**src/rtl/s2u_pkg.sv**
```systemverilog
// Shared types, codes and constants of the string to unsigned parser.
`default_nettype none

package s2u_pkg;

	localparam int S2U_INDEX_WIDTH = 16;
	localparam int QUEUE_DEPTH     = 2;

	localparam logic [5:0] BASE_MIN = 6'd2;
	localparam logic [5:0] BASE_MAX = 6'd36;
	localparam logic [5:0] BASE_OCT = 6'd8;
	localparam logic [5:0] BASE_DEC = 6'd10;
	localparam logic [5:0] BASE_HEX = 6'd16;
	localparam logic [5:0] BASE_AUTO = 6'd0;

	localparam logic [7:0] CH_ZERO  = 8'h30;
	localparam logic [7:0] CH_NINE  = 8'h39;
	localparam logic [7:0] CH_LA    = 8'h61;
	localparam logic [7:0] CH_LZ    = 8'h7a;
	localparam logic [7:0] CH_UA    = 8'h41;
	localparam logic [7:0] CH_UZ    = 8'h5a;
	localparam logic [7:0] CH_LX    = 8'h78;
	localparam logic [7:0] CH_UX    = 8'h58;
	localparam logic [7:0] CH_PLUS  = 8'h2b;
	localparam logic [7:0] CH_MINUS = 8'h2d;
	localparam logic [7:0] CH_SPACE = 8'h20;
	localparam logic [7:0] CH_TAB   = 8'h09;
	localparam logic [7:0] CH_CR    = 8'h0d;

	localparam logic [1:0] ST_OK      = 2'd0;
	localparam logic [1:0] ST_RANGE   = 2'd1;
	localparam logic [1:0] ST_BADBASE = 2'd2;

	localparam logic [15:0] STOP_MAX = 16'hffff;

	typedef struct packed {
		logic       begins;
		logic [7:0] ch;
	} s2u_in_t;

	typedef struct packed {
		logic [63:0] value;
		logic [1:0]  status;
		logic [15:0] stop_index;
	} s2u_out_t;

	// classified character, front to back
	typedef struct packed {
		logic        begins;
		logic        bad_base;
		logic [5:0]  base;
		logic        white;
		logic        plus;
		logic        minus;
		logic        zero;
		logic        xch;
		logic        alnum;
		logic [5:0]  dval;
		logic [15:0] stop;
	} s2u_cmd_t;

	typedef enum logic [2:0] {
		PH_IDLE,
		PH_LEAD,
		PH_SIGNED,
		PH_ZERO,
		PH_DIGITS
	} s2u_phase_t;

	typedef enum logic [2:0] {
		ACT_NONE,
		ACT_ACC,
		ACT_OK,
		ACT_RANGE,
		ACT_BAD
	} s2u_act_t;

endpackage

`default_nettype wire

```
**src/rtl/s2u_front.sv**
```systemverilog
// Front end: base register, position counter and character classification.
`default_nettype none

module s2u_front import s2u_pkg::*; #(
	parameter int INDEX_WIDTH = S2U_INDEX_WIDTH
) (
	input  wire logic       clk,
	input  wire logic       arst_n,
	input  wire logic       cfg_wr,
	input  wire logic [5:0] cfg_data,
	input  wire logic       take,
	input  wire s2u_in_t    word,
	output s2u_cmd_t        cmd
);

	localparam logic [INDEX_WIDTH-1:0] POS_MAX = {INDEX_WIDTH{1'b1}};

	logic [5:0]             base_q;
	logic [INDEX_WIDTH-1:0] pos_q;
	logic [INDEX_WIDTH-1:0] pos_nxt;
	logic [31:0]            pos_ext;
	logic [7:0]             c;

	assign c = word.ch;

	always_comb begin
		if (word.begins) begin
			pos_nxt = '0;
		end else if (pos_q != POS_MAX) begin
			pos_nxt = pos_q + 1'b1;
		end else begin
			pos_nxt = pos_q;
		end
	end

	assign pos_ext = 32'(pos_nxt);

	always_ff @(posedge clk or negedge arst_n) begin
		if (!arst_n) begin
			base_q <= BASE_AUTO;
			pos_q  <= '0;
		end else begin
			if (cfg_wr) begin
				base_q <= cfg_data;
			end
			if (take) begin
				pos_q <= pos_nxt;
			end
		end
	end

	always_comb begin
		cmd          = '0;
		cmd.begins   = word.begins;
		cmd.base     = base_q;
		cmd.bad_base = (base_q != BASE_AUTO) && ((base_q < BASE_MIN) || (base_q > BASE_MAX));
		cmd.white    = (c == CH_SPACE) || (c inside {[CH_TAB:CH_CR]});
		cmd.plus     = (c == CH_PLUS);
		cmd.minus    = (c == CH_MINUS);
		cmd.zero     = (c == CH_ZERO);
		cmd.xch      = (c == CH_LX) || (c == CH_UX);
		cmd.stop     = (pos_ext > 32'(STOP_MAX)) ? STOP_MAX : pos_ext[15:0];
		if (c inside {[CH_ZERO:CH_NINE]}) begin
			cmd.alnum = 1'b1;
			cmd.dval  = 6'(c - CH_ZERO);
		end else if (c inside {[CH_LA:CH_LZ]}) begin
			cmd.alnum = 1'b1;
			cmd.dval  = 6'(c - CH_LA + 8'd10);
		end else if (c inside {[CH_UA:CH_UZ]}) begin
			cmd.alnum = 1'b1;
			cmd.dval  = 6'(c - CH_UA + 8'd10);
		end
	end

endmodule

`default_nettype wire

```
**src/rtl/s2u_queue.sv**
```systemverilog
// Short queue of classified characters between front and back.
`default_nettype none

module s2u_queue import s2u_pkg::*; (
	input  wire logic     clk,
	input  wire logic     arst_n,
	input  wire logic     push,
	input  wire s2u_cmd_t push_cmd,
	input  wire logic     pop,
	output logic          full,
	output logic          empty,
	output s2u_cmd_t      head
);

	localparam int PW = (QUEUE_DEPTH > 1) ? $clog2(QUEUE_DEPTH) : 1;
	localparam int CW = $clog2(QUEUE_DEPTH + 1);
	localparam logic [PW-1:0] LAST = PW'(QUEUE_DEPTH - 1);

	s2u_cmd_t        mem_q [QUEUE_DEPTH];
	logic [PW-1:0]   wr_q;
	logic [PW-1:0]   rd_q;
	logic [CW-1:0]   cnt_q;

	assign full  = (cnt_q == CW'(QUEUE_DEPTH));
	assign empty = (cnt_q == '0);
	assign head  = mem_q[rd_q];

	always_ff @(posedge clk) begin
		if (push) begin
			mem_q[wr_q] <= push_cmd;
		end
	end

	always_ff @(posedge clk or negedge arst_n) begin
		if (!arst_n) begin
			wr_q  <= '0;
			rd_q  <= '0;
			cnt_q <= '0;
		end else begin
			if (push) begin
				wr_q <= (wr_q == LAST) ? '0 : wr_q + 1'b1;
			end
			if (pop) begin
				rd_q <= (rd_q == LAST) ? '0 : rd_q + 1'b1;
			end
			if (push && !pop) begin
				cnt_q <= cnt_q + 1'b1;
			end else if (pop && !push) begin
				cnt_q <= cnt_q - 1'b1;
			end
		end
	end

endmodule

`default_nettype wire

```
**src/rtl/s2u_back.sv**
```systemverilog
// Back end: parse state machine, multiply-add accumulator and result register.
`default_nettype none

module s2u_back import s2u_pkg::*; (
	input  wire logic     clk,
	input  wire logic     arst_n,
	input  wire logic     q_empty,
	input  wire s2u_cmd_t cmd,
	output logic          pop,
	output logic          res_valid,
	input  wire logic     res_ready,
	output s2u_out_t      res_word
);

	s2u_phase_t  phase_q;
	s2u_phase_t  phase_nxt;
	s2u_phase_t  p0;
	s2u_act_t    act;
	logic [5:0]  base_q;
	logic [5:0]  base_nxt;
	logic [5:0]  b0;
	logic [5:0]  dig_base;
	logic        neg_q;
	logic        neg_nxt;
	logic [63:0] acc_q;
	logic [63:0] acc0;
	logic [63:0] acc_nxt;
	logic [69:0] prod;
	logic        dig_ok;
	logic        ovf;
	logic        emit;
	s2u_out_t    res_nxt;
	logic        out_valid_q;
	s2u_out_t    out_q;

	assign pop = !q_empty && (!out_valid_q || res_ready);

	assign p0       = cmd.begins ? PH_LEAD : phase_q;
	assign b0       = cmd.begins ? cmd.base : base_q;
	assign acc0     = cmd.begins ? 64'd0 : acc_q;
	assign dig_base = (b0 == BASE_AUTO) ? ((p0 == PH_ZERO) ? BASE_OCT : BASE_DEC) : b0;
	assign dig_ok   = cmd.alnum && (cmd.dval < dig_base);
	assign prod     = 70'(acc0) * 70'(dig_base) + 70'(cmd.dval);
	assign ovf      = |prod[69:64];

	// next state
	always_comb begin
		logic run;
		phase_nxt = p0;
		base_nxt  = b0;
		neg_nxt   = cmd.begins ? 1'b0 : neg_q;
		act       = ACT_NONE;
		run       = 1'b1;
		if (cmd.begins && cmd.bad_base) begin
			act       = ACT_BAD;
			phase_nxt = PH_IDLE;
			run       = 1'b0;
		end else if (!cmd.begins && phase_q == PH_IDLE) begin
			run = 1'b0;
		end
		if (run && phase_nxt == PH_LEAD) begin
			if (cmd.white) begin
				run = 1'b0;
			end else if (cmd.plus) begin
				phase_nxt = PH_SIGNED;
				run       = 1'b0;
			end else if (cmd.minus) begin
				neg_nxt   = 1'b1;
				phase_nxt = PH_SIGNED;
				run       = 1'b0;
			end else begin
				phase_nxt = PH_SIGNED;
			end
		end
		if (run && phase_nxt == PH_SIGNED) begin
			if ((base_nxt == BASE_AUTO || base_nxt == BASE_HEX) && cmd.zero) begin
				phase_nxt = PH_ZERO;
				run       = 1'b0;
			end else begin
				if (base_nxt == BASE_AUTO) begin
					base_nxt = BASE_DEC;
				end
				phase_nxt = PH_DIGITS;
			end
		end else if (run && phase_nxt == PH_ZERO) begin
			if (cmd.xch) begin
				base_nxt  = BASE_HEX;
				phase_nxt = PH_DIGITS;
				run       = 1'b0;
			end else begin
				if (base_nxt == BASE_AUTO) begin
					base_nxt = BASE_OCT;
				end
				phase_nxt = PH_DIGITS;
			end
		end
		if (run && phase_nxt == PH_DIGITS) begin
			if (!dig_ok) begin
				act       = ACT_OK;
				phase_nxt = PH_IDLE;
			end else if (ovf) begin
				act       = ACT_RANGE;
				phase_nxt = PH_IDLE;
			end else begin
				act = ACT_ACC;
			end
		end
	end

	// outputs
	always_comb begin
		acc_nxt            = acc0;
		emit               = 1'b0;
		res_nxt.value      = '0;
		res_nxt.status     = ST_OK;
		res_nxt.stop_index = cmd.stop;
		case (act)
			ACT_ACC: begin
				acc_nxt = prod[63:0];
			end
			ACT_OK: begin
				emit          = 1'b1;
				res_nxt.value = neg_nxt ? (64'd0 - acc0) : acc0;
			end
			ACT_RANGE: begin
				emit           = 1'b1;
				res_nxt.value  = '1;
				res_nxt.status = ST_RANGE;
			end
			ACT_BAD: begin
				emit               = 1'b1;
				res_nxt.status     = ST_BADBASE;
				res_nxt.stop_index = '0;
			end
			default: begin
				emit = 1'b0;
			end
		endcase
	end

	always_ff @(posedge clk or negedge arst_n) begin
		if (!arst_n) begin
			phase_q     <= PH_IDLE;
			base_q      <= BASE_AUTO;
			neg_q       <= 1'b0;
			out_valid_q <= 1'b0;
		end else begin
			if (pop) begin
				phase_q <= phase_nxt;
				base_q  <= base_nxt;
				neg_q   <= neg_nxt;
			end
			if (pop && emit) begin
				out_valid_q <= 1'b1;
			end else if (res_ready) begin
				out_valid_q <= 1'b0;
			end
		end
	end

	always_ff @(posedge clk) begin
		if (pop) begin
			acc_q <= acc_nxt;
		end
		if (pop && emit) begin
			out_q <= res_nxt;
		end
	end

	assign res_valid = out_valid_q;
	assign res_word  = out_q;

	a_emit_idle: assert property (@(posedge clk) disable iff (!arst_n)
		(pop && emit) |=> (phase_q == PH_IDLE))
		else $error("phase not idle after a result");

	a_digit_base: assert property (@(posedge clk) disable iff (!arst_n)
		(phase_q == PH_DIGITS) |-> (base_q >= BASE_MIN && base_q <= BASE_MAX))
		else $error("digit phase with unusable base");

	a_acc_clear: assert property (@(posedge clk) disable iff (!arst_n)
		(phase_q == PH_LEAD || phase_q == PH_SIGNED || phase_q == PH_ZERO) |-> (acc_q == 64'd0))
		else $error("accumulator not clear before digits");

	a_badbase_word: assert property (@(posedge clk) disable iff (!arst_n)
		(out_valid_q && out_q.status == ST_BADBASE) |->
		(out_q.value == 64'd0 && out_q.stop_index == 16'd0))
		else $error("bad base word carries data");

endmodule

`default_nettype wire

```
**src/rtl/string_to_unsigned_parser_top.sv**
```systemverilog
// Top level of the streaming string to unsigned 64-bit parser.
// A result word is registered in the back end once the character that ends the numeral has left the queue.
// Throughput: one character per cycle while nothing stalls; the 64x6 multiply-add of the back end sets the cycle.
// The queue between front and back holds two characters; a held result stalls the back,
// and the input once the queue is full.
// Reset (arst_n low): parser idle, queue empty, no result pending, base register 0, position 0.
`default_nettype none

module string_to_unsigned_parser_top import s2u_pkg::*; #(
	parameter int INDEX_WIDTH = S2U_INDEX_WIDTH
) (
	input  wire logic       clk,
	input  wire logic       arst_n,
	input  wire logic       cfg_valid,
	output logic            cfg_ready,
	input  wire logic [5:0] cfg_data,
	input  wire logic       ch_valid,
	output logic            ch_ready,
	input  wire s2u_in_t    ch_word,
	output logic            res_valid,
	input  wire logic       res_ready,
	output s2u_out_t        res_word
);

	logic     q_full;
	logic     q_empty;
	logic     take;
	logic     pop;
	s2u_cmd_t cmd;
	s2u_cmd_t head;

	assign cfg_ready = 1'b1;
	assign ch_ready  = !q_full;
	assign take      = ch_valid && ch_ready;

	s2u_front #(
		.INDEX_WIDTH(INDEX_WIDTH)
	) u_front (
		.clk     (clk),
		.arst_n  (arst_n),
		.cfg_wr  (cfg_valid && cfg_ready),
		.cfg_data(cfg_data),
		.take    (take),
		.word    (ch_word),
		.cmd     (cmd)
	);

	s2u_queue u_queue (
		.clk     (clk),
		.arst_n  (arst_n),
		.push    (take),
		.push_cmd(cmd),
		.pop     (pop),
		.full    (q_full),
		.empty   (q_empty),
		.head    (head)
	);

	s2u_back u_back (
		.clk      (clk),
		.arst_n   (arst_n),
		.q_empty  (q_empty),
		.cmd      (head),
		.pop      (pop),
		.res_valid(res_valid),
		.res_ready(res_ready),
		.res_word (res_word)
	);

endmodule

`default_nettype wire

```
**config.mk**
```make
export PLATFORM = sky130hd
export DESIGN_NAME = string_to_unsigned_parser_top
export DESIGN_NICKNAME = d
export VERILOG_FILES = /design/src/rtl/s2u_pkg.sv /design/src/rtl/s2u_front.sv /design/src/rtl/s2u_queue.sv /design/src/rtl/s2u_back.sv /design/src/rtl/string_to_unsigned_parser_top.sv
export SDC_FILE = /design/constraint.sdc
export NUM_CORES = 1
export LEC_CHECK = 0
export BUFFER_PORTS_ARGS = -buffer_cell sky130_fd_sc_hd__clkbuf_2
export CORE_UTILIZATION = 25
export CTS_CLUSTER_SIZE = 30
export DETAILED_ROUTE_END_ITERATION = 12
export SYNTH_ARGS = -nofsm -noshare
export SYNTH_HDL_FRONTEND = slang
export SYNTH_SLANG_ARGS = --single-unit
export TNS_END_PERCENT = 30
```
**constraint.sdc**
```tcl
create_clock -name clk -period 29 [get_ports clk]
set_clock_uncertainty 0.1 [all_clocks]
set_input_delay 2.9 -clock clk [delete_from_list [all_inputs] [get_ports clk]]
set_output_delay 2.9 -clock clk [all_outputs]
set_load 0.02 [all_outputs]
```
==> run metrics <==
post-DP HPWL between 50 and 60 mm; Post-synth EDFFs ~220; kind of cell adding the most delay to the critical path simple AND/OR/NAND/NOR gates; Diodes inserted 0; Initial Utilization 25.3%; Setup TNS 0 ns; wirelength, routed about 76 mm; DRT Pass-1 Iters 7; die height 324 µm; worst-margin pin slew 1.19 ns; placed instance count between 3000 and 4000; Die X between 300 and 400 µm; Fmax approximately 110 MHz; Vias 20700; most common cell after layout, fill and taps aside nor2_1; layout cells sized above 1 between 8 and 9%; I/O Buffers between 100 and 150; Clk Latency, worst-skew pair ~0.59 ns; Worst Path Arrival ~9.5 ns; Post-Syn Area around 26000 µm²; Final Hold Violating Endpoints 0; CTS Hold Bufs 0; crit-path max FO 79; final cell count without fillers roughly 4000; H-tree depth 1; Tmin final ~9.3 ns; DR WL/cell 18.9 µm; Final setup viols 0; CP max stage delay between 0.7 and 0.8 ns; Top FF cell, synth edfxtp_1; FF+latch count, synth 255; Startpoint Class flop; Synth cell types between 80 and 90; mean area per synthesized cell roughly 9.7 µm²; post-cts sizing count 0; reg-to-reg slack, setup 19.67 ns; DRT antenna net count 0; most frequent cells in the layout 271 x nor2_1, 252 x and3_1, 252 x fa_1, 218 x nand2_1, 218 x edfxtp_1; Area growth syn-to-layout 10.4%; die area 105000 µm²; M1 GR Usage a little over a fifth; total setup buffers inserted after CTS 0; Mapped Cells between 2000 and 3000; MaxCap Viol Count 0; core box area 102000 µm²; clk sinks 255; Rel. slew slack between 20% and 30%; HP Class reg2reg; first-pass GRT wire length 120 mm; FFs w/ async S/R, synth 14.5%; outcome finished clean; clock-pin slew on the worst setup and hold paths 0.07 ns; Final GP Congestion 0.902; I/O pin total approximately 110; WS Path Type reg2reg; Final period util 32.2%; Root Driver clkbuf_16; sequential share of the synthesized area approximately 29%; Synth warnings 0; Longest Clk Path Bufs 3; Nets 3075; DR DRC count 0; CTS tree yes; worst path buffer plus inverter count 6; GR Util met3 5.54%; vias in the first global route between 20000 and 25000; GR Util All Layers 14.5%; most frequent CP cell fa_1; global route overflow 0; syn_nets 3100; RSZ-0062 raised after global routing no; busiest layer in global routing met1; via-per-instance ratio around 5; Detailed Route Iter0 Violations approximately 1500; Worst EP required 29.20 ns; crit end category flop; final core occ 28.0%; slowest CP cell or4_4; largest net degree at the start of global routing 220; met2 Use GR between 20% and 30%; Pins Over Slew Limit 0; TritonCTS Buffers 26; initial antenna violation count 4; Rows 117
routing by layer:
metal  vias up  share of wire (%)
met3        79                 12
li1       9505                  -
met2       885                 40
met1     10200                 46
met4         6                1.3
met5         -              0.051
kinds of logic after synthesis:
logic type               synth area share, %
buffers and inverters                   3.86
AO/OA/AOI/OAI                           12.2
multiplexers                            4.66
flip-flops                              28.8
AND/OR/NAND/NOR                         18.9
other                                 0.0145
adder cells (fa/ha/maj)                 27.4
XOR/XNOR                                4.22
state kept, by name, indices dropped and copies added, names as in the netlist:
signal,cells
u_back.neg_q,1
u_front.base_q,6
u_queue.cnt_q,2
u_back.phase_q,3
u_back.acc_q,64
u_front.pos_q,16
u_back.res_word,82
u_queue.mem_q,72
u_queue.rd_q,1
u_back.base_q,6
u_back.res_valid,1
u_queue.wr_q,1
metrics by stage:
step	setup WS (ns)	cell area (µm²)	hold slack (ns)
2_1_floorplan	17.24	25900	0.350
3_3_place_gp	19.86	27700	0.373
3_5_place_dp	19.72	27700	0.383
4_1_cts	19.72	28600	0.397
5_1_grt	18.99	28600	0.425
6_report	19.67	28600	0.391
worst register-to-register path, cell delays in order, from the launching register on:
cell       delay, ns
edfxtp_1        0.60
mux2i_4         0.22
buf_4           0.58
nand2_1         0.18
o21ai_0         0.16
or2_2           0.20
inv_1           0.07
a21oi_4         0.11
buf_4           0.72
nor2_1          0.18
fa_1            0.54
inv_1           0.05
fa_1            0.47
inv_1           0.06
fa_1            0.49
fa_1            0.40
ha_1            0.36
a21oi_1         0.22
o211ai_1        0.15
a22oi_1         0.47
o2bb2ai_1       0.17
or4b_1          0.51
and3b_1         0.17
nor3_1          0.18
nand4_1         0.23
or4_4           0.72
buf_4           0.49
mux2i_1         0.27
cell type report:
class,instances,area (µm²)
clock buffers,34,773
clock inverters,14,168
fillers,10700,73700
inverters,68,255
multi-input cells,2163,17500
flip-flops and latches,255,7480
well taps,1368,1710
repair buffers,125,693
final timing paths:
path | startpoint | end | depth (start not counted)
max in group asynchronous | arst_n | u_queue.rd_q | 1
min reg2reg | u_back.base_q[3] | u_back.base_q[3] | 2
min in group asynchronous | arst_n | u_front.pos_q[14] | 1
max reg2reg | u_queue.mem_q[1][35] | u_back.acc_q[8] | 27
min | u_back.base_q[3] | u_back.base_q[3] | 2
max | u_queue.mem_q[1][35] | u_back.acc_q[8] | 27
cell usage after synthesis, drive strengths merged, types with 6 or more instances:
library cell / number / share of area, %
clkbuf: 142 / 2.1
a211oi: 13 / 0.44
nor3: 55 / 1.1
a22oi: 8 / 0.23
ha: 164 / 7.9
mux2: 22 / 0.96
fa: 252 / 19
or2: 17 / 0.42
and3: 252 / 6.1
edfxtp: 218 / 25
or3: 9 / 0.24
xor2: 69 / 2.3
nor4: 13 / 0.31
or4: 6 / 0.19
a21o: 18 / 0.52
xnor2: 56 / 1.9
o31ai: 29 / 0.89
buf: 36 / 0.82
o22ai: 6 / 0.14
a31oi: 17 / 0.41
o21ai: 142 / 2.7
nand4: 37 / 0.89
nor2: 272 / 3.9
mux2i: 96 / 3.7
and2: 12 / 0.29
o211ai: 15 / 0.43
o21a: 12 / 0.35
a21oi: 187 / 3.6
o21bai: 14 / 0.41
dfrtp: 37 / 3.6
nand2: 219 / 3.2
nor2b: 11 / 0.27
nand2b: 18 / 0.43
inv: 68 / 0.98
nand3: 41 / 0.79
Power is left out: the tool's default activity adds up to more than one toggle a clock period on the data nets, which glitch-free logic cannot reach.
